### config.mk
export PLATFORM = sky130hd
export DESIGN_NAME = whitespace_run_formatter
export DESIGN_NICKNAME = d
export VERILOG_FILES = /design/src/hw/rtl/wsrf_pkg.sv /design/src/hw/rtl/wsrf_run_buf.sv /design/src/hw/rtl/wsrf_mode_stack.sv /design/src/hw/rtl/whitespace_run_formatter.sv
export SDC_FILE = /design/constraint.sdc
export NUM_CORES = 1
export LEC_CHECK = 0
export BUFFER_PORTS_ARGS = -buffer_cell sky130_fd_sc_hd__buf_4
export CAP_MARGIN = 20
export CORE_UTILIZATION = 27
export CTS_CLUSTER_SIZE = 10
export DETAILED_ROUTE_END_ITERATION = 12
export PLACE_DENSITY = 0.42
export RECOVER_POWER = 100
export SYNTH_ARGS = -nofsm -noshare
export SYNTH_HDL_FRONTEND = slang
export SYNTH_SLANG_ARGS = --single-unit
export TNS_END_PERCENT = 10
### constraint.sdc
create_clock -name clk -period 6.7 [get_ports clk]
set_input_delay 0 -clock clk [delete_from_list [all_inputs] [get_ports clk]]
set_output_delay 0 -clock clk [all_outputs]
set_load 0.02 [all_outputs]
### src/hw/rtl/wsrf_pkg.sv
package wsrf_pkg;

  localparam int RUN_DEPTH   = 32;
  localparam int STACK_DEPTH = 16;

  localparam int RUN_AW = $clog2(RUN_DEPTH);
  localparam int RUN_LW = $clog2(RUN_DEPTH + 1);
  localparam int STK_AW = $clog2(STACK_DEPTH);
  localparam int STK_CW = $clog2(STACK_DEPTH + 1);

  typedef logic [2:0]        mode_t;
  typedef logic [1:0]        opcode_t;
  typedef logic [7:0]        byte_t;
  typedef logic [RUN_AW-1:0] run_addr_t;
  typedef logic [RUN_LW-1:0] run_len_t;
  typedef logic [STK_AW-1:0] stk_addr_t;
  typedef logic [STK_CW-1:0] stk_cnt_t;

  localparam run_len_t RUN_FULL  = run_len_t'(RUN_DEPTH);
  localparam stk_cnt_t STK_FULL  = stk_cnt_t'(STACK_DEPTH);
  localparam stk_cnt_t STK_ONE   = stk_cnt_t'(1);
  localparam stk_cnt_t STK_TWO   = stk_cnt_t'(2);

  localparam opcode_t OP_CHAR  = 2'd0;
  localparam opcode_t OP_FLUSH = 2'd1;
  localparam opcode_t OP_PUSH  = 2'd2;
  localparam opcode_t OP_POP   = 2'd3;

  localparam mode_t MODE_NONE    = 3'd0;
  localparam mode_t MODE_DROP    = 3'd1;
  localparam mode_t MODE_ONE     = 3'd2;
  localparam mode_t MODE_STRIP   = 3'd3;
  localparam mode_t MODE_JOIN    = 3'd4;
  localparam mode_t MODE_NOWL    = 3'd5;
  localparam mode_t MODE_PASS    = 3'd6;

  localparam logic KIND_BYTE = 1'b0;
  localparam logic KIND_POP  = 1'b1;

  localparam byte_t CH_TAB   = 8'h09;
  localparam byte_t CH_LF    = 8'h0A;
  localparam byte_t CH_CR    = 8'h0D;
  localparam byte_t CH_SPACE = 8'h20;

  typedef struct packed {
    run_len_t  len;
    run_addr_t first_nl;
    run_addr_t last_nl;
    logic      nl_any;
    logic      nl_multi;
  } run_stat_t;

  typedef struct packed {
    logic  push;
    logic  pop;
    mode_t new_mode;
  } stk_cmd_t;

  function automatic logic is_space(input byte_t c);
    is_space = (c == CH_SPACE) || ((c >= CH_TAB) && (c <= CH_CR));
  endfunction

endpackage

### src/hw/rtl/wsrf_run_buf.sv
module wsrf_run_buf (
  input  logic                    clk,
  input  logic                    rst_n,
  input  logic                    wr_en,
  input  wsrf_pkg::byte_t         wr_data,
  input  logic                    clear,
  input  logic                    rd_en,
  input  wsrf_pkg::run_addr_t     rd_addr,
  output wsrf_pkg::byte_t         rd_data,
  output wsrf_pkg::run_stat_t     stat
);

  wsrf_pkg::byte_t     mem [wsrf_pkg::RUN_DEPTH];
  wsrf_pkg::byte_t     rd_data_r;
  wsrf_pkg::run_len_t  len_r, len_nxt;
  wsrf_pkg::run_addr_t first_r, first_nxt;
  wsrf_pkg::run_addr_t last_r, last_nxt;
  logic                nl_any_r, nl_any_nxt;
  logic                nl_multi_r, nl_multi_nxt;
  logic                do_wr;

  assign do_wr = wr_en && (len_r < wsrf_pkg::RUN_FULL);

  always_comb begin
    len_nxt      = len_r;
    first_nxt    = first_r;
    last_nxt     = last_r;
    nl_any_nxt   = nl_any_r;
    nl_multi_nxt = nl_multi_r;
    if (clear) begin
      len_nxt      = '0;
      nl_any_nxt   = 1'b0;
      nl_multi_nxt = 1'b0;
    end else if (do_wr) begin
      len_nxt = len_r + wsrf_pkg::run_len_t'(1);
      if (wr_data == wsrf_pkg::CH_LF) begin
        if (!nl_any_r) begin
          first_nxt = len_r[wsrf_pkg::RUN_AW-1:0];
        end
        last_nxt     = len_r[wsrf_pkg::RUN_AW-1:0];
        nl_multi_nxt = nl_any_r;
        nl_any_nxt   = 1'b1;
      end
    end
  end

  always_ff @(posedge clk) begin
    if (do_wr) begin
      mem[len_r[wsrf_pkg::RUN_AW-1:0]] <= wr_data;
    end
    if (rd_en) begin
      rd_data_r <= mem[rd_addr];
    end
  end

  always_ff @(posedge clk) begin
    if (!rst_n) begin
      len_r      <= '0;
      nl_any_r   <= 1'b0;
      nl_multi_r <= 1'b0;
    end else begin
      len_r      <= len_nxt;
      nl_any_r   <= nl_any_nxt;
      nl_multi_r <= nl_multi_nxt;
    end
    first_r <= first_nxt;
    last_r  <= last_nxt;
  end

  assign rd_data       = rd_data_r;
  assign stat.len      = len_r;
  assign stat.first_nl = first_r;
  assign stat.last_nl  = last_r;
  assign stat.nl_any   = nl_any_r;
  assign stat.nl_multi = nl_multi_r;

endmodule

### src/hw/rtl/wsrf_mode_stack.sv
module wsrf_mode_stack (
  input  logic               clk,
  input  logic               rst_n,
  input  logic               cfg_wr_en,
  input  wsrf_pkg::mode_t    cfg_mode,
  input  wsrf_pkg::stk_cmd_t cmd,
  output wsrf_pkg::mode_t    top_mode,
  output logic               above_bottom
);

  wsrf_pkg::mode_t    mem [wsrf_pkg::STACK_DEPTH];
  wsrf_pkg::mode_t    rd_data_r;
  wsrf_pkg::mode_t    init_r, init_nxt;
  wsrf_pkg::mode_t    top_r, top_nxt;
  wsrf_pkg::stk_cnt_t count_r, count_nxt;
  wsrf_pkg::stk_cnt_t below_idx;
  logic               reload_r, reload_nxt;
  logic               reload_bottom_r, reload_bottom_nxt;
  logic               do_push, do_pop;

  assign above_bottom = count_r > wsrf_pkg::STK_ONE;
  assign do_push      = cmd.push && (count_r != wsrf_pkg::STK_FULL);
  assign do_pop       = cmd.pop && above_bottom;
  assign below_idx    = count_r - wsrf_pkg::STK_TWO;

  always_comb begin
    init_nxt          = init_r;
    top_nxt           = top_r;
    count_nxt         = count_r;
    reload_nxt        = 1'b0;
    reload_bottom_nxt = reload_bottom_r;
    if (cfg_wr_en) begin
      init_nxt = cfg_mode;
      if (count_r == wsrf_pkg::STK_ONE) begin
        top_nxt = cfg_mode;
      end
    end
    // new top is loaded from the registered pop read once reload_r is set
    if (reload_r) begin
      top_nxt = reload_bottom_r ? init_r : rd_data_r;
    end
    if (do_push) begin
      top_nxt   = cmd.new_mode;
      count_nxt = count_r + wsrf_pkg::STK_ONE;
    end else if (do_pop) begin
      count_nxt         = count_r - wsrf_pkg::STK_ONE;
      reload_nxt        = 1'b1;
      reload_bottom_nxt = (count_r == wsrf_pkg::STK_TWO);
    end
  end

  always_ff @(posedge clk) begin
    if (do_push) begin
      mem[count_r[wsrf_pkg::STK_AW-1:0]] <= cmd.new_mode;
    end
    if (do_pop) begin
      rd_data_r <= mem[below_idx[wsrf_pkg::STK_AW-1:0]];
    end
  end

  always_ff @(posedge clk) begin
    if (!rst_n) begin
      init_r          <= wsrf_pkg::MODE_PASS;
      top_r           <= wsrf_pkg::MODE_PASS;
      count_r         <= wsrf_pkg::STK_ONE;
      reload_r        <= 1'b0;
      reload_bottom_r <= 1'b0;
    end else begin
      init_r          <= init_nxt;
      top_r           <= top_nxt;
      count_r         <= count_nxt;
      reload_r        <= reload_nxt;
      reload_bottom_r <= reload_bottom_nxt;
    end
  end

  assign top_mode = top_r;

endmodule

### src/hw/rtl/whitespace_run_formatter.sv
// Whitespace run formatter: bytes come in as in_* beats and leave as out_* beats, one result per
// beat; a pop also answers with a reply beat that carries the removed mode. Whitespace is held in a
// 32-entry run buffer and rewritten by the mode on top of a 16-entry mode stack when a non-space
// byte (any byte in pass mode), flush, push or pop above the bottom ends the run. An item with no
// result keeps in_stall low; one with results holds it until its last result is registered.
// Run bytes leave the buffer's single read port behind its registered read, one per cycle unless
// out_stall holds them. The output register lets a result wait on out_stall while the next is
// fetched. Configuration (cfg_wr_data = bottom mode) may be written only while the block is idle.
module whitespace_run_formatter (
  input  logic       clk,
  input  logic       rst_n,
  input  logic       cfg_wr_en,
  input  logic [2:0] cfg_wr_data,
  input  logic       in_valid,
  output logic       in_stall,
  input  logic [1:0] in_opcode,
  input  logic [7:0] in_char_code,
  input  logic [2:0] in_new_mode,
  output logic       out_valid,
  input  logic       out_stall,
  output logic       out_kind,
  output logic [7:0] out_byte,
  output logic [2:0] out_popped_mode,
  output logic       out_last
);

  typedef enum logic [3:0] {
    ST_IDLE = 4'b0001,
    ST_RUN  = 4'b0010,
    ST_LIT  = 4'b0100,
    ST_TAIL = 4'b1000
  } state_t;

  state_t state_r, state_nxt, plan_state;

  wsrf_pkg::run_stat_t stat;
  wsrf_pkg::byte_t     rd_data;
  wsrf_pkg::mode_t     top_mode;
  wsrf_pkg::stk_cmd_t  stk_cmd;
  logic                above_bottom;

  logic in_acc;
  logic run_emit, run_store;

  // plan of the accepted item
  wsrf_pkg::run_len_t a_end, b_start, b_end;
  logic               has_b, lit_v, tail_v, tail_kind;
  wsrf_pkg::byte_t    lit_byte, tail_byte;
  wsrf_pkg::mode_t    tail_pop;

  wsrf_pkg::run_len_t rd_ptr_r, rd_ptr_nxt, end_r, end_nxt;
  wsrf_pkg::run_len_t b_start_r, b_start_nxt, b_end_r, b_end_nxt;
  wsrf_pkg::run_len_t ptr_inc;
  logic               has_b_r, has_b_nxt;
  logic               lit_v_r, lit_v_nxt, tail_v_r, tail_v_nxt;
  wsrf_pkg::byte_t    lit_byte_r, lit_byte_nxt, tail_byte_r, tail_byte_nxt;
  logic               tail_kind_r, tail_kind_nxt;
  wsrf_pkg::mode_t    tail_pop_r, tail_pop_nxt;
  logic               pend_r, pend_nxt, pend_last_r, pend_last_nxt;

  logic               out_valid_r, out_valid_nxt;
  logic               out_kind_r, out_kind_nxt;
  wsrf_pkg::byte_t    out_byte_r, out_byte_nxt;
  wsrf_pkg::mode_t    out_pop_r, out_pop_nxt;
  logic               out_last_r, out_last_nxt;

  logic out_free, reads_left, move, issue;

  assign in_stall = (state_r != ST_IDLE);
  assign in_acc   = in_valid && !in_stall;

  wsrf_run_buf u_run_buf (
    .clk     (clk),
    .rst_n   (rst_n),
    .wr_en   (in_acc && run_store),
    .wr_data (in_char_code),
    .clear   (in_acc && run_emit),
    .rd_en   (issue),
    .rd_addr (rd_ptr_r[wsrf_pkg::RUN_AW-1:0]),
    .rd_data (rd_data),
    .stat    (stat)
  );

  assign stk_cmd.push     = in_acc && (in_opcode == wsrf_pkg::OP_PUSH);
  assign stk_cmd.pop      = in_acc && (in_opcode == wsrf_pkg::OP_POP);
  assign stk_cmd.new_mode = in_new_mode;

  wsrf_mode_stack u_mode_stack (
    .clk          (clk),
    .rst_n        (rst_n),
    .cfg_wr_en    (cfg_wr_en),
    .cfg_mode     (cfg_wr_data),
    .cmd          (stk_cmd),
    .top_mode     (top_mode),
    .above_bottom (above_bottom)
  );

  // what the accepted item emits: an optional span of the run, an optional second span,
  // an optional literal, then an optional trailing byte or pop reply
  always_comb begin
    a_end     = '0;
    b_start   = '0;
    b_end     = '0;
    has_b     = 1'b0;
    lit_v     = 1'b0;
    lit_byte  = wsrf_pkg::CH_SPACE;
    tail_v    = 1'b0;
    tail_kind = wsrf_pkg::KIND_BYTE;
    tail_byte = in_char_code;
    tail_pop  = wsrf_pkg::MODE_NONE;
    run_emit  = 1'b0;
    run_store = 1'b0;
    unique case (in_opcode)
      wsrf_pkg::OP_CHAR: begin
        if ((top_mode == wsrf_pkg::MODE_PASS) || !wsrf_pkg::is_space(in_char_code)) begin
          run_emit = 1'b1;
          tail_v   = 1'b1;
        end else begin
          run_store = 1'b1;
        end
      end
      wsrf_pkg::OP_FLUSH, wsrf_pkg::OP_PUSH: begin
        run_emit = 1'b1;
      end
      wsrf_pkg::OP_POP: begin
        run_emit  = above_bottom;
        tail_v    = 1'b1;
        tail_kind = wsrf_pkg::KIND_POP;
        tail_byte = '0;
        tail_pop  = above_bottom ? top_mode : wsrf_pkg::MODE_NONE;
      end
      default: ;
    endcase
    if (run_emit && (stat.len != '0)) begin
      unique case (top_mode)
        wsrf_pkg::MODE_DROP: ;
        wsrf_pkg::MODE_ONE: begin
          lit_v    = 1'b1;
          lit_byte = wsrf_pkg::CH_SPACE;
        end
        wsrf_pkg::MODE_STRIP: begin
          if (stat.nl_any) begin
            lit_v    = 1'b1;
            lit_byte = wsrf_pkg::CH_LF;
          end else begin
            a_end = stat.len;
          end
        end
        wsrf_pkg::MODE_JOIN: begin
          a_end = stat.nl_any ? wsrf_pkg::run_len_t'(stat.first_nl) : stat.len;
        end
        wsrf_pkg::MODE_NOWL: begin
          if (stat.nl_multi) begin
            a_end   = wsrf_pkg::run_len_t'(stat.first_nl) + wsrf_pkg::run_len_t'(1);
            b_start = wsrf_pkg::run_len_t'(stat.last_nl) + wsrf_pkg::run_len_t'(1);
            b_end   = stat.len;
            has_b   = (b_start != stat.len);
          end else begin
            a_end = stat.len;
          end
        end
        default: begin
          a_end = stat.len;
        end
      endcase
    end
    if (a_end != '0) begin
      plan_state = ST_RUN;
    end else if (lit_v) begin
      plan_state = ST_LIT;
    end else if (tail_v) begin
      plan_state = ST_TAIL;
    end else begin
      plan_state = ST_IDLE;
    end
  end

  assign out_free   = !out_valid_r || !out_stall;
  assign reads_left = (rd_ptr_r != end_r);
  assign move       = (state_r == ST_RUN) && pend_r && out_free;
  assign issue      = (state_r == ST_RUN) && reads_left && (!pend_r || move);
  assign ptr_inc    = rd_ptr_r + wsrf_pkg::run_len_t'(1);

  always_comb begin
    state_nxt     = state_r;
    rd_ptr_nxt    = rd_ptr_r;
    end_nxt       = end_r;
    b_start_nxt   = b_start_r;
    b_end_nxt     = b_end_r;
    has_b_nxt     = has_b_r;
    lit_v_nxt     = lit_v_r;
    lit_byte_nxt  = lit_byte_r;
    tail_v_nxt    = tail_v_r;
    tail_kind_nxt = tail_kind_r;
    tail_byte_nxt = tail_byte_r;
    tail_pop_nxt  = tail_pop_r;
    pend_nxt      = pend_r;
    pend_last_nxt = pend_last_r;
    out_valid_nxt = out_valid_r && out_stall;
    out_kind_nxt  = out_kind_r;
    out_byte_nxt  = out_byte_r;
    out_pop_nxt   = out_pop_r;
    out_last_nxt  = out_last_r;
    unique case (state_r)
      ST_IDLE: begin
        if (in_acc) begin
          state_nxt     = plan_state;
          rd_ptr_nxt    = '0;
          end_nxt       = a_end;
          b_start_nxt   = b_start;
          b_end_nxt     = b_end;
          has_b_nxt     = has_b;
          lit_v_nxt     = lit_v;
          lit_byte_nxt  = lit_byte;
          tail_v_nxt    = tail_v;
          tail_kind_nxt = tail_kind;
          tail_byte_nxt = tail_byte;
          tail_pop_nxt  = tail_pop;
        end
      end
      ST_RUN: begin
        if (move) begin
          out_valid_nxt = 1'b1;
          out_kind_nxt  = wsrf_pkg::KIND_BYTE;
          out_byte_nxt  = rd_data;
          out_pop_nxt   = wsrf_pkg::MODE_NONE;
          out_last_nxt  = pend_last_r;
          pend_nxt      = 1'b0;
        end
        if (issue) begin
          pend_nxt      = 1'b1;
          pend_last_nxt = (ptr_inc == end_r) && !has_b_r && !lit_v_r && !tail_v_r;
          if ((ptr_inc == end_r) && has_b_r) begin
            rd_ptr_nxt = b_start_r;
            end_nxt    = b_end_r;
            has_b_nxt  = 1'b0;
          end else begin
            rd_ptr_nxt = ptr_inc;
          end
        end else if (!reads_left && (move || !pend_r)) begin
          if (lit_v_r) begin
            state_nxt = ST_LIT;
          end else if (tail_v_r) begin
            state_nxt = ST_TAIL;
          end else begin
            state_nxt = ST_IDLE;
          end
        end
      end
      ST_LIT: begin
        if (out_free) begin
          out_valid_nxt = 1'b1;
          out_kind_nxt  = wsrf_pkg::KIND_BYTE;
          out_byte_nxt  = lit_byte_r;
          out_pop_nxt   = wsrf_pkg::MODE_NONE;
          out_last_nxt  = !tail_v_r;
          state_nxt     = tail_v_r ? ST_TAIL : ST_IDLE;
        end
      end
      ST_TAIL: begin
        if (out_free) begin
          out_valid_nxt = 1'b1;
          out_kind_nxt  = tail_kind_r;
          out_byte_nxt  = tail_byte_r;
          out_pop_nxt   = tail_pop_r;
          out_last_nxt  = 1'b1;
          state_nxt     = ST_IDLE;
        end
      end
      default: begin
        state_nxt = ST_IDLE;
      end
    endcase
  end

  always_ff @(posedge clk) begin
    if (!rst_n) begin
      state_r     <= ST_IDLE;
      pend_r      <= 1'b0;
      out_valid_r <= 1'b0;
      lit_v_r     <= 1'b0;
      tail_v_r    <= 1'b0;
      has_b_r     <= 1'b0;
    end else begin
      state_r     <= state_nxt;
      pend_r      <= pend_nxt;
      out_valid_r <= out_valid_nxt;
      lit_v_r     <= lit_v_nxt;
      tail_v_r    <= tail_v_nxt;
      has_b_r     <= has_b_nxt;
    end
    rd_ptr_r    <= rd_ptr_nxt;
    end_r       <= end_nxt;
    b_start_r   <= b_start_nxt;
    b_end_r     <= b_end_nxt;
    lit_byte_r  <= lit_byte_nxt;
    tail_kind_r <= tail_kind_nxt;
    tail_byte_r <= tail_byte_nxt;
    tail_pop_r  <= tail_pop_nxt;
    pend_last_r <= pend_last_nxt;
    out_kind_r  <= out_kind_nxt;
    out_byte_r  <= out_byte_nxt;
    out_pop_r   <= out_pop_nxt;
    out_last_r  <= out_last_nxt;
  end

  assign out_valid       = out_valid_r;
  assign out_kind        = out_kind_r;
  assign out_byte        = out_byte_r;
  assign out_popped_mode = out_pop_r;
  assign out_last        = out_last_r;

endmodule

# [Word-level counts from Yosys, hierarchy flattened]
# Memory sizes are Yosys's and may differ from the RTL's. A register that Yosys moved wholly into a read port is not among the register bits.
# Index checks and enable logic that the tools add are counted.
[totals] mem_bits_rw=304 output_inout_bits=15 register_bits=98 inputBits=21 memories=2 word_cells=211
[classes] muxes=73 n_eq_ne=30 n_reduce_logical=62 order_cmp=4 addsub=7 bitwise=4
[memory_table] name="u_run_buf.mem" depth=32 width=8 rd=1 rd_ports_with_merged_regs=1 wr=1 line="wsrf_run_buf.sv:13" rtl="wsrf_pkg::byte_t mem [wsrf_pkg::RUN_DEPTH];"
[memory_table] name="u_mode_stack.mem" depth=16 width=3 rd=1 rd_ports_with_merged_regs=1 wr=1 line="wsrf_mode_stack.sv:11" rtl="wsrf_pkg::mode_t mem [wsrf_pkg::STACK_DEPTH];"
[op_table] operator="$mux W6" n=11
[op_table] operator="$mux W4" n=10
[op_table] operator="$mux W1" n=26
[op_table] operator="$mux W3" n=8
[op_table] operator="$mux W8" n=3
[op_table] operator="$pmux W6 S2" n=2
[op_table] operator="$pmux W6 S4" n=1
[op_table] operator="$pmux W8 S3" n=1
[op_table] operator="$logic_and A1 B1 Y1" n=20
[op_table] operator="$pmux W4 S4" n=1
[op_table] operator="$reduce_and A2 Y1" n=8
[op_table] operator="$add A5 B1 Y6 const B" n=2
[op_table] operator="$add A6 B1 Y6 const B" n=2
[op_table] operator="$ne A2 B2 Y1 const B" n=6
[op_table] operator="$ne A6 B6 Y1" n=2
[op_table] operator="$reduce_and A4 Y1" n=3
[op_table] operator="$reduce_bool A6 Y1" n=2
[op_table] operator="$mux W5" n=2
[op_table] operator="$reduce_or A2 Y1" n=5
[op_table] operator="$eq A3 B3 Y1 const B" n=3
[op_table] operator="$logic_not A1 Y1" n=9
[op_table] operator="$pmux W1 S3" n=3
[op_table] operator="$pmux W3 S3" n=1
[op_table] operator="$reduce_and A3 Y1" n=3
[op_table] operator="other kinds (30)" n=46

# [Depth between registers and ports, before layout]
# Gate-level depths: netlist of run 1.
[logic_depth] depth_word=13 ltp_mapped=11 ltp_nobuf=9

# [Hierarchy]
# A second synthesis of run 1 with hierarchy kept.
[unflattened] hier_cells=1016 hier_area_um2=17179.0
[modules_own_cells] module="wsrf_run_buf" area_each_um2=10846.7 instances=1 seq_area_each_um2=8388.0 cells_per_inst=479
[modules_own_cells] module="whitespace_run_formatter" area_each_um2=3415.8 instances=1 seq_area_each_um2=1741.7 cells_per_inst=321
[modules_own_cells] module="wsrf_mode_stack" area_each_um2=2916.5 instances=1 seq_area_each_um2=1791.7 cells_per_inst=216

# [Least setup slack after synthesis of run 1]
# No wires, ideal clock.
[synth_path] path_kind="reg2reg" from="reg u_mode_stack.count_r[1]" to="reg lit_byte_r[5] (data pin)" path_stages_with_launch=10 setup_ps=280 path_slack_ps=4018 n_path_buf=2 period_less_slack_ps=2682 arrival_ps=2402 required_ps=6420 cell_sequence="dfxtp_1 clkbuf_1 inv_1 ha_1 nor4b_1 a211oi_1 o32ai_1 a21oi_1 clkbuf_1 nand4_1"
[synth_between] elab_chain_cells=4
[synth_lines] item="start, declared" line="wsrf_mode_stack.sv:15" rtl="wsrf_pkg::stk_cnt_t count_r, count_nxt;"
[synth_lines] item="start signal, assigned" line="wsrf_mode_stack.sv:65" rtl="count_r <= wsrf_pkg::STK_ONE;"
[synth_lines] item="start signal, assigned" line="wsrf_mode_stack.sv:71" rtl="count_r <= count_nxt;"
[synth_lines] item="$gt A5 B1 Y1" line="wsrf_mode_stack.sv:21" rtl="assign above_bottom = count_r > wsrf_pkg::STK_ONE;"
[synth_lines] item="$pmux W1 S3" line="whitespace_run_formatter.sv:113" rtl="unique case (in_opcode)"
[synth_lines] item="$logic_and A1 B1 Y1" line="whitespace_run_formatter.sv:134" rtl="if (run_emit && (stat.len != '0)) begin"
[synth_lines] item="$reduce_and A2 Y1 (no source line)"
[synth_lines] item="end signal, assigned" line="whitespace_run_formatter.sv:296" rtl="lit_byte_r <= lit_byte_nxt;"
[synth_lines] item="end, declared" line="whitespace_run_formatter.sv:56" rtl="wsrf_pkg::byte_t lit_byte_r, lit_byte_nxt, tail_byte_r, tail_byte_nxt;"
# Every way passes these cells.
# A chain may end at the register's enable or synchronous reset.

# [Worst setup path in the final report of run 1]
[layout_path] from="reg rd_ptr_r[0]" to="reg u_run_buf.rd_data_r[4], in the netlist u_run_buf.rd_data[4] (read register of u_run_buf.mem) (data pin)"
[layout_between] elab_chain_cells=3
[layout_lines] item="start, declared" line="whitespace_run_formatter.sv:51" rtl="wsrf_pkg::run_len_t rd_ptr_r, rd_ptr_nxt, end_r, end_nxt;"
[layout_lines] item="start signal, assigned" line="whitespace_run_formatter.sv:292" rtl="rd_ptr_r <= rd_ptr_nxt;"
[layout_lines] item="$ne A6 B6 Y1" line="whitespace_run_formatter.sv:179" rtl="assign reads_left = (rd_ptr_r != end_r);"
[layout_lines] item="$logic_and A1 B1 Y1 (2 in a row)" line="whitespace_run_formatter.sv:181" rtl="assign issue = (state_r == ST_RUN) && reads_left && (!pend_r || move);"
[layout_lines] item="end, declared" line="wsrf_run_buf.sv:14" rtl="wsrf_pkg::byte_t rd_data_r;"
# Several ways; a longest one is shown, not always the timed one.

==> results_dict.tcl, run 1 <==
set metrics [dict create \
    status "complete, but fails checks" \
    violations "max-capacitance violations, max-slew violations" \
    placed_area_mm2 0.0181 \
    synth_edf_count 377 \
    ios 36 \
    netlist_area_mm2 0.0170 \
    drt-initial-drc-count 603 \
    synthesis.nets 1008 \
    grt_antenna_before_repair 1 \
    hold_path_depth 5 \
    dieWidth_um 253 \
    fin_crit_sh 0.753 \
    max_freq_mhz 198 \
    cp_slowest_cell "clkbuf_1" \
    synth_cell_types 65 \
    ys.flop_type "edfxtp_1" \
    root_buffer "clkbuf_16" \
    rr_worst_depth 5 \
    clockBufferDepth 3 \
    cp_slowest_stage_delay_ns 2.14 \
    antenna_cells 0 \
    worst-setup-path-type "register to register" \
    yosysSeqAreaShare 0.703 \
    clk_latency_ns 0.59 \
    cts_sinks 407 \
    drv_cap 10 \
    fin_crit_ns 5.04 \
    die-area_mm2 0.0638 \
    rsz0062_at_grt "no" \
    crit_cells 5 \
    dp.cells 1807 \
    nNetsFinal 1083 \
    ys_ff_latch 407 \
    cts_tree "built" \
    slew_viol_final 351 \
    multi_input_area_mm2 0.00477 \
    final_area_mm2 0.0197 \
    setup_viol 0 \
    final_cells 1906 \
    core_mm2 0.0618 \
    gp_congestion 0.762 \
    grt_pass1_wl_um 60700 \
    numPortBuffers 35 \
    syn_inst 969 \
    finalHoldViolations 0 \
    clk_pin_slew_worst_paths_ns 0.05 \
    path_cells "buf_4 > clkbuf_1 > mux4_2 > mux4_2 > mux2_1" \
    crit_family "buffers and inverters" \
    initial_core_util 0.274 \
    end_kind "register" \
    wl_um 41200 \
    area_growth_pct 16.2 \
    die_h_um 253 \
    grt_max_degree 50 \
    wire_per_inst_um 21.6 \
    grt_pass1_vias 9088 \
    drive_above_1_share 0.169 \
    place_hpwl_um 25800 \
    gr-total-overflow 0 \
    yosys_warnings 0 \
    regArea_mm2 0.0119 \
    route.vias.total 8776 \
    cts_resized 0 \
    skew_ns 0.0320 \
    fill_cells 6018 \
    crit_required_ns 7.01 \
    avgSynthCellArea_um2 17.5 \
    ir_drop_mv 0.180 \
    timing.setup.tns_ns 0 \
    worst_setup_path_start_kind "register" \
    hp-class "primary input to register" \
    power_density_mw_per_mm2 301 \
    tightest_slew_ns 2.93 \
    leakagePower_nw 6.20 \
    dr.pass1.iters 5 \
    cts_buffers 49 \
    crit_arrival_ns 5.36 \
    htreeDepth 2 \
    cp_max_fo 37 \
    cp.buffers_inverters 2 \
    async_flop_share 0 \
    ant_nets 0 \
    rows 91 \
    max-slew-margin-rel -0.953 \
    cp_common_cell "mux4_2" \
    grt_usage 0.130 \
    postCtsSetupRepairBufs 0 \
    drc_errors 0 \
    routed_via_density 4.60 \
]
==> cell type report <==
type                    count  area share
inverters                  18     0.00343
flip-flops and latches    407       0.605
well taps                 837      0.0532
clock inverters             9     0.00686
repair buffers             66      0.0222
clock buffers              67      0.0672
multi-input cells         502       0.242
==> Yosys cell counts, types with 4 or more instances <==
cell	n	share of area
edfxtp_1	377	0.67
nand2_1	51	0.011
a32oi_1	4	0.0021
nor2b_1	14	0.0052
mux2i_1	10	0.0059
a21boi_0	7	0.0031
nand3_1	13	0.0038
a211oi_1	8	0.0035
xnor2_1	14	0.0072
nand4_1	4	0.0015
dfxtp_1	30	0.035
a21oi_1	11	0.0032
and3_1	15	0.0055
inv_1	18	0.0040
a22o_1	9	0.0047
buf_2	12	0.0035
and2_1	30	0.011
ha_1	18	0.013
xor2_1	17	0.0088
mux4_2	95	0.13
clkbuf_1	25	0.0055
nand3b_1	6	0.0027
mux2_2	10	0.0066
or3_1	5	0.0018
a31oi_1	5	0.0018
nor2_1	80	0.018
o21ai_0	15	0.0044
nor3_1	6	0.0018
==> report_power, final <==
group	internal [mW]	switching (mW)	leakage [nW]	total (mW)
combinational	0.253	0.318	1.83	0.571
clock	1.45	1.03	0.706	2.47
sequential	2.84	0.0551	3.66	2.89
==> stage by stage <==
| step | utilization | setup WS (ns) | power (mW) | hold slack (ns) |
|---|---|---|---|---|
| 3_5_place_dp | 0.293 | 2.66 | 3.52 | 0.243 |
| 3_3_place_gp | 0.293 | 2.77 | 3.52 | 0.238 |
| 2_1_floorplan | - | 4.02 | 3.30 | 0.0989 |
| 4_1_cts | 0.321 | 2.57 | 6.04 | 0.00451 |
| 6_report | 0.319 | 1.66 | 5.94 | 0.106 |
| 5_1_grt | 0.319 | 1.15 | 6.15 | 0.131 |
==> flip-flops by register name (all words and copies together) (netlist names), 4 cells and up <==
register / count
u_run_buf.mem: 256
u_mode_stack.mem: 48
out_byte: 8
tail_byte_r: 8
u_run_buf.rd_data: 8
b_end_r: 6
b_start_r: 6
end_r: 6
rd_ptr_r: 6
u_run_buf.len_r: 6
u_mode_stack.count_r: 5
u_run_buf.first_r: 5
u_run_buf.last_r: 5
state_r: 4
==> what timing repair did <==
| item | in CTS | in global routing |
|---|---|---|
| endpoints found under the hold margin | 326 | 0 |
| endpoints found under the setup margin | 0 | 0 |
| hold buffers | 23 | 0 |
==> cells by family (layout without fill, tap and decap cells) <==
family          count (synthesis)  after routing  share of synthesized area
compound gates                 86             86                     0.0362
buf+inv                        60            160                     0.0145
flops                         407            407                      0.703
fa+ha+maj                      18             18                     0.0133
mux                           115            115                      0.139
xor+xnor                       31             31                     0.0160
simple gates                  252            252                     0.0781
==> worst min-delay path: cells and delay by family <==
kind                   cells  cell delay, ns
and+or+nand+nor            3            0.39
AOI/OAI and AO/OA          1            0.13
buffers and inverters      1            0.12
==> layer usage <==
layer	GRT usage	part of all wire	routed length, µm	vias to the layer above
met2	0.204	0.47	19300	168
met4	0.0357	0.021	862	0
met3	0.0244	0.042	1740	63
met5	0	0	0	-
li1	-	-	-	3990
met1	0.182	0.47	19300	4555
==> cell usage in the layout (no fill, tap or decap), drive strengths merged, types with 13 or more instances in the layout <==
| master | count |
|---|---|
| mux4 | 95 |
| nand3 | 13 |
| xnor2 | 14 |
| nand2 | 51 |
| ha | 18 |
| and2 | 31 |
| and3 | 15 |
| clkbuf | 98 |
| nor2b | 14 |
| inv | 20 |
| o21ai | 16 |
| xor2 | 17 |
| edfxtp | 377 |
| nor2 | 80 |
| dlygate4sd3 | 23 |
| dfxtp | 30 |
==> worst paths after layout <==
path                                                               to                       from  slack, ns
worst max-delay path                   u_run_buf.rd_data[4]$_DFFE_PP_  rd_ptr_r[0]$_SDFFCE_PN0P_       1.66
worst min-delay path            u_mode_stack.top_mode[2]$_SDFFE_PN1P_                  cfg_wr_en       0.11
worst max register to register         u_run_buf.rd_data[4]$_DFFE_PP_  rd_ptr_r[0]$_SDFFCE_PN0P_       1.66
worst min register to register                   lit_v_r$_SDFFE_PN0P_       lit_v_r$_SDFFE_PN0P_       0.52
Note: power is estimated with default switching activity, not from simulation.
==> inputs of run 2 (changes only) <==
clock period = 4.69 ns   (was 6.7 ns; I/O delays follow)
==> run 2 against run 1 <==
  * The run still ends with max-capacitance violations, max-slew violations left
  * Worst hold slack got worse by 0.026 ns
  * Combinational power rose by 45%
  * Power rose by 42%
  * Clock-buffer cell count rose by 10
  * Clock skew fell by 0.0034 ns
  * Maximum frequency rose by 34%
  * Largest power group unchanged
==> results_dict.tcl, run 2 (synthesis gave the netlist of run 1 again) <==
set metrics [dict create \
    layout_commonest_cell "edfxtp_1" \
    leakagePower_nw 6.26 \
    hold_path_depth 5 \
    cts_resized 0 \
    max-slew-margin-rel -0.221 \
    cp_max_fo 17 \
    path_cells "clkbuf_1 > a21boi_0 > a211oi_1 > o32ai_1 > a21oi_1 > buf_4 > nand2_1 > a311oi_1 > mux2_2" \
    status "complete, but fails checks" \
    drv_cap 3 \
    most-common-layout-cells "edfxtp_1, mux4_2, nor2_1" \
    ios 36 \
    crit_arrival_ns 4.30 \
    reg2reg_to "has_b_r$_SDFFE_PN0P_" \
    dieWidth_um 253 \
    grt_pass1_vias 9175 \
    worst-setup-path-type "register to register" \
    die-area_mm2 0.0638 \
    final_area_mm2 0.0198 \
    die_h_um 253 \
    holdWs_ns 0.0795 \
    multi_input_area_mm2 0.00479 \
    clk_latency_ns 0.59 \
    route.vias.total 8827 \
    dr.pass1.iters 5 \
    place_hpwl_um 27000 \
    end_kind "register" \
    tightest_slew_ns 1.83 \
    r2r_setup_slack_ns 0.92 \
    rr_worst_depth 9 \
    initial_core_util 0.274 \
    timing.setup.tns_ns 0 \
    ir_drop_mv 0.228 \
    wl_um 42200 \
    finalHoldViolations 0 \
    drc_errors 0 \
    regArea_mm2 0.0119 \
    area_growth_pct 16.8 \
    dp.cells 1824 \
    holdPathEnd "u_mode_stack.top_mode[0]$_SDFFE_PN0P_" \
    nNetsFinal 1101 \
    worstHoldStart "cfg_wr_en" \
    fin_crit_sh 0.804 \
    worst_slack_ns 0.918 \
    crit_required_ns 5.22 \
    numPortBuffers 35 \
    skew_ns 0.0287 \
    place_ws_ns 1.26 \
    final_cells 1933 \
    drt-initial-drc-count 532 \
    cp_slowest_cell "clkbuf_1" \
    grt_pass1_wl_um 62700 \
    p_total_mw 8.41 \
    power_density_mw_per_mm2 425 \
    wire_per_inst_um 21.8 \
    slew_viol_final 100 \
    grt_usage 0.135 \
    violations "max-capacitance violations, max-slew violations" \
    fin_crit_ns 3.77 \
    gp_congestion 0.763 \
    fill_cells 6011 \
    cp_slowest_stage_delay_ns 0.98 \
    cts_tree "built" \
    drive_above_1_share 0.179 \
    setup_viol 0 \
    utilization 0.320 \
    routed_via_density 4.57 \
    rr_startpoint "u_mode_stack.count_r[0]$_SDFFE_PN1P_" \
    grt_max_degree 66 \
    clk_pin_slew_worst_paths_ns 0.06 \
    grt_antenna_before_repair 1 \
    largest_reg_flops 256 \
    core_mm2 0.0618 \
    hp-class "primary input to register" \
    gr-total-overflow 0 \
    cts_sinks 407 \
    worst_setup_path_start_kind "register" \
    placed_area_mm2 0.0183 \
    max_freq_mhz 265 \
    root_buffer "clkbuf_16" \
    ant_nets 0 \
    htreeDepth 2 \
    cts_buffers 48 \
    rows 91 \
    clockBufferDepth 3 \
    rsz0062_at_grt "no" \
]
[run 2: cell types whose count changed in the layout (fill, tap and decap cells not counted), moves of 2 or more]
cell and delta:
and2_0 -3, and2_1 +3, buf_4 +10, clkbuf_1 +17, clkinv_1 -2, mux2_1 -3
mux2_2 +3
[run 2: metal layers]
layer / track usage / vias to the layer above / routed length [µm]
met5: 0 / - / 0
met1: 0.195 / 4583 / 20500
met4: 0.0403 / 0 / 939
li1: - / 4021 / -
met3: 0.0250 / 59 / 1870
met2: 0.204 / 164 / 18900
[run 2: critical path: cells and delay by family, from the launching register on]
| kind | cells | cell delay (ns) |
|---|---|---|
| compound gates | 5 | 1.81 |
| buf+inv | 2 | 1.20 |
| flops | 1 | 0.30 |
| mux | 1 | 0.22 |
| simple gates | 1 | 0.18 |
[run 2: area by class of cell]
type | instances | share of cell area
clock inverter | 6 | 0.00310
clock buffer | 77 | 0.0688
inverter | 18 | 0.00341
antenna | 1 | 0.000126
tap | 837 | 0.0529
sequential | 407 | 0.602
timing repair buffer | 85 | 0.0279
multi-input combinational | 502 | 0.242
[run 2: how the worst max path moves through the flow]
stage                                              start                       endpoint  slack [ns]  depth (start not counted)
floorplan           u_mode_stack.count_r[1]$_SDFFE_PN0P_    lit_byte_r[5]$_SDFFCE_PN1P_        2.01                          9
global placement                         in_char_code[0]  u_run_buf.mem[7][5]$_DFFE_PP_        1.35                          7
detailed placement               state_r[3]$_SDFFE_PN0P_  u_run_buf.mem[3][4]$_DFFE_PP_        1.26                          5
CTS                              state_r[3]$_SDFFE_PN0P_  u_run_buf.mem[3][0]$_DFFE_PP_        1.22                          5
global route        u_mode_stack.count_r[0]$_SDFFE_PN1P_           has_b_r$_SDFFE_PN0P_        0.48                          9
finish              u_mode_stack.count_r[0]$_SDFFE_PN1P_           has_b_r$_SDFFE_PN0P_        0.92                          9
[run 2: power breakdown]
group / switching [mW] / total [mW] / leakage [nW] / internal (mW)
Clock: 1.44 / 3.46 / 0.688 / 2.02
Sequential: 0.0660 / 4.12 / 3.66 / 4.05
Combinational: 0.454 / 0.828 / 1.91 / 0.374
Total: 1.96 / 8.41 / 6.26 / 6.45
[run 2: repair_timing]
action | 4_1_cts | 5_1_grt
setup buffers | 0 | 0
hold buffers | 24 | 0
endpoints found under the hold margin | 310 | 0
==> inputs of run 3 (changes only) <==
clock period = 3.7 ns   (was 4.69 ns; I/O delays follow)
==> run 3 against run 2 <==
  * The run still ends with max-capacitance violations, max-slew violations left
  * Wire length is 1.1% lower
  * Sequential power is 26% higher
  * Power increased by 26%
  * Clock skew rose by 0.0013 ns
  * Worst setup slack got worse by 0.51 ns
  * Combinational power up 33%
  * First-iteration DRC count grew 6.2%
  * Worst hold slack gained 0.013 ns
  * Critical path type unchanged
  * Largest power group unchanged
==> results_dict.tcl, run 3 (synthesis gave the netlist of run 1 again) <==
set metrics [dict create \
    crit_start "u_mode_stack.top_mode[0]$_SDFFE_PN0P_" \
    layout_commonest_cell "edfxtp_1" \
    slew_viol_final 169 \
    finalHoldViolations 0 \
    max_freq_mhz 304 \
    grt_max_degree 67 \
    drv_cap 5 \
    timing.setup.tns_ns 0 \
    wire_per_inst_um 21.3 \
    gr-total-overflow 0 \
    wl_um 41700 \
    grt_pass1_wl_um 62400 \
    cts_resized 0 \
    setup_viol 0 \
    final_cells 1960 \
    worst-setup-path-type "register to register" \
    area_growth_pct 17.8 \
    cts_sinks 407 \
    nNetsFinal 1133 \
    grt_usage 0.133 \
    ios 36 \
    cts_tree "built" \
    largest_reg_flops 256 \
    core_mm2 0.0618 \
    violations "max-capacitance violations, max-slew violations" \
    end_kind "register" \
    cts_buffers 48 \
    drc_errors 0 \
    power_density_mw_per_mm2 531 \
    rows 91 \
    clockBufferDepth 3 \
    grt_pass1_vias 9349 \
    clk_pin_slew_worst_paths_ns 0.05 \
    worst_setup_path_start_kind "register" \
    root_buffer "clkbuf_16" \
    hp-class "primary input to register" \
    leakagePower_nw 6.35 \
    cp_slowest_stage_delay_ns 0.61 \
    status "complete, but fails checks" \
    route.vias.total 8912 \
    routed_via_density 4.55 \
    dp.cells 1855 \
    cp_max_fo 14 \
    ir_drop_mv 0.311 \
    rsz0062_at_grt "no" \
    crit_required_ns 3.90 \
    place_hpwl_um 27000 \
    ctsHoldBuffers 25 \
    numPortBuffers 35 \
    clk_latency_ns 0.60 \
    crit_arrival_ns 3.50 \
    ant_nets 0 \
    gp_congestion 0.764 \
    fin_crit_sh 0.890 \
    most-common-layout-cells "edfxtp_1, mux4_2, nor2_1" \
    drive_above_1_share 0.183 \
    htreeDepth 2 \
    skew_ns 0.0300 \
    dr.pass1.iters 4 \
    max-slew-margin-rel -0.269 \
    drt-initial-drc-count 565 \
    postCtsSetupRepairBufs 0 \
    cp_slowest_cell "dfxtp_1" \
    die-area_mm2 0.0638 \
    rr_startpoint "u_mode_stack.top_mode[0]$_SDFFE_PN0P_" \
    tightest_slew_ns 1.90 \
    cp_common_cell "nand2_1" \
    initial_core_util 0.274 \
    path_cells "nand3b_1 > nand2_1 > a21oi_1 > nor4b_4 > nand2_1 > clkbuf_2 > nor2_1 > clkbuf_1" \
    dieWidth_um 253 \
    die_h_um 253 \
    grt_antenna_before_repair 1 \
    r2r_setup_slack_ns 0.41 \
    fin_crit_ns 3.29 \
    worstHoldStart "cfg_wr_en" \
]
==> run 3: cell types whose count changed in the layout (fill, tap and decap cells not counted), sizes merged <==
cell,before,now
diode,1,2
buf,22,31
clkbuf,116,132
dlygate4sd3,24,25
==> run 3: path summary, 6_finish.rpt <==
path	endpoint	cells after the start
max	u_run_buf.mem[25][5]$_DFFE_PP_	8
min	u_mode_stack.top_mode[1]$_SDFFE_PN1P_	5
max reg2reg	u_run_buf.mem[25][5]$_DFFE_PP_	8
min reg2reg	out_byte[5]$_DFFE_PP_	2
==> run 3: worst max-delay path: cells and delay by family (launching register included) <==
family / cells / cell delay [ns]
buffers and inverters: 2 / 0.76
flip-flops: 1 / 0.61
AND/OR/NAND/NOR: 5 / 1.11
AO/OA/AOI/OAI: 1 / 0.41
==> run 3: area by class of cell <==
type	count	area, µm²
fill	5995	41900
sequential	407	11900
multi-input combinational	502	4780
clock buffer	71	1310
tap	837	1050
timing repair buffer	117	752
clock inverter	6	83.8
inverter	18	67.6
antenna	2	5.00
==> run 3: layer usage <==
layer	GRT usage	wire [µm]	vias to the layer above
met5	0	0	-
met3	0.0262	1790	56
met1	0.191	20100	4603
li1	-	-	4089
met2	0.204	19200	164
met4	0.0350	678	0
==> run 3: power breakdown <==
group          switching, mW  internal [mW]
Clock                   1.80           2.50
Combinational          0.620          0.480
Sequential            0.0658           5.13
==> run 3: stage by stage <==
| stage | instance area (µm²) | worst slack, ns | hold slack (ns) | total power, mW | util |
|---|---|---|---|---|---|
| final | 20000 | 0.408 | 0.0925 | 10.6 | 0.323 |
| after CTS | 20200 | 0.635 | 0.0294 | 10.8 | 0.326 |
| after global routing | 20000 | 0.221 | 0.0932 | 11.0 | 0.323 |
| after global placement | 18500 | 0.691 | 0.237 | 6.42 | 0.300 |
| after floorplan | 17000 | 1.02 | 0.0989 | 5.97 | - |
| after detailed placement | 18500 | 0.541 | 0.239 | 6.42 | 0.300 |
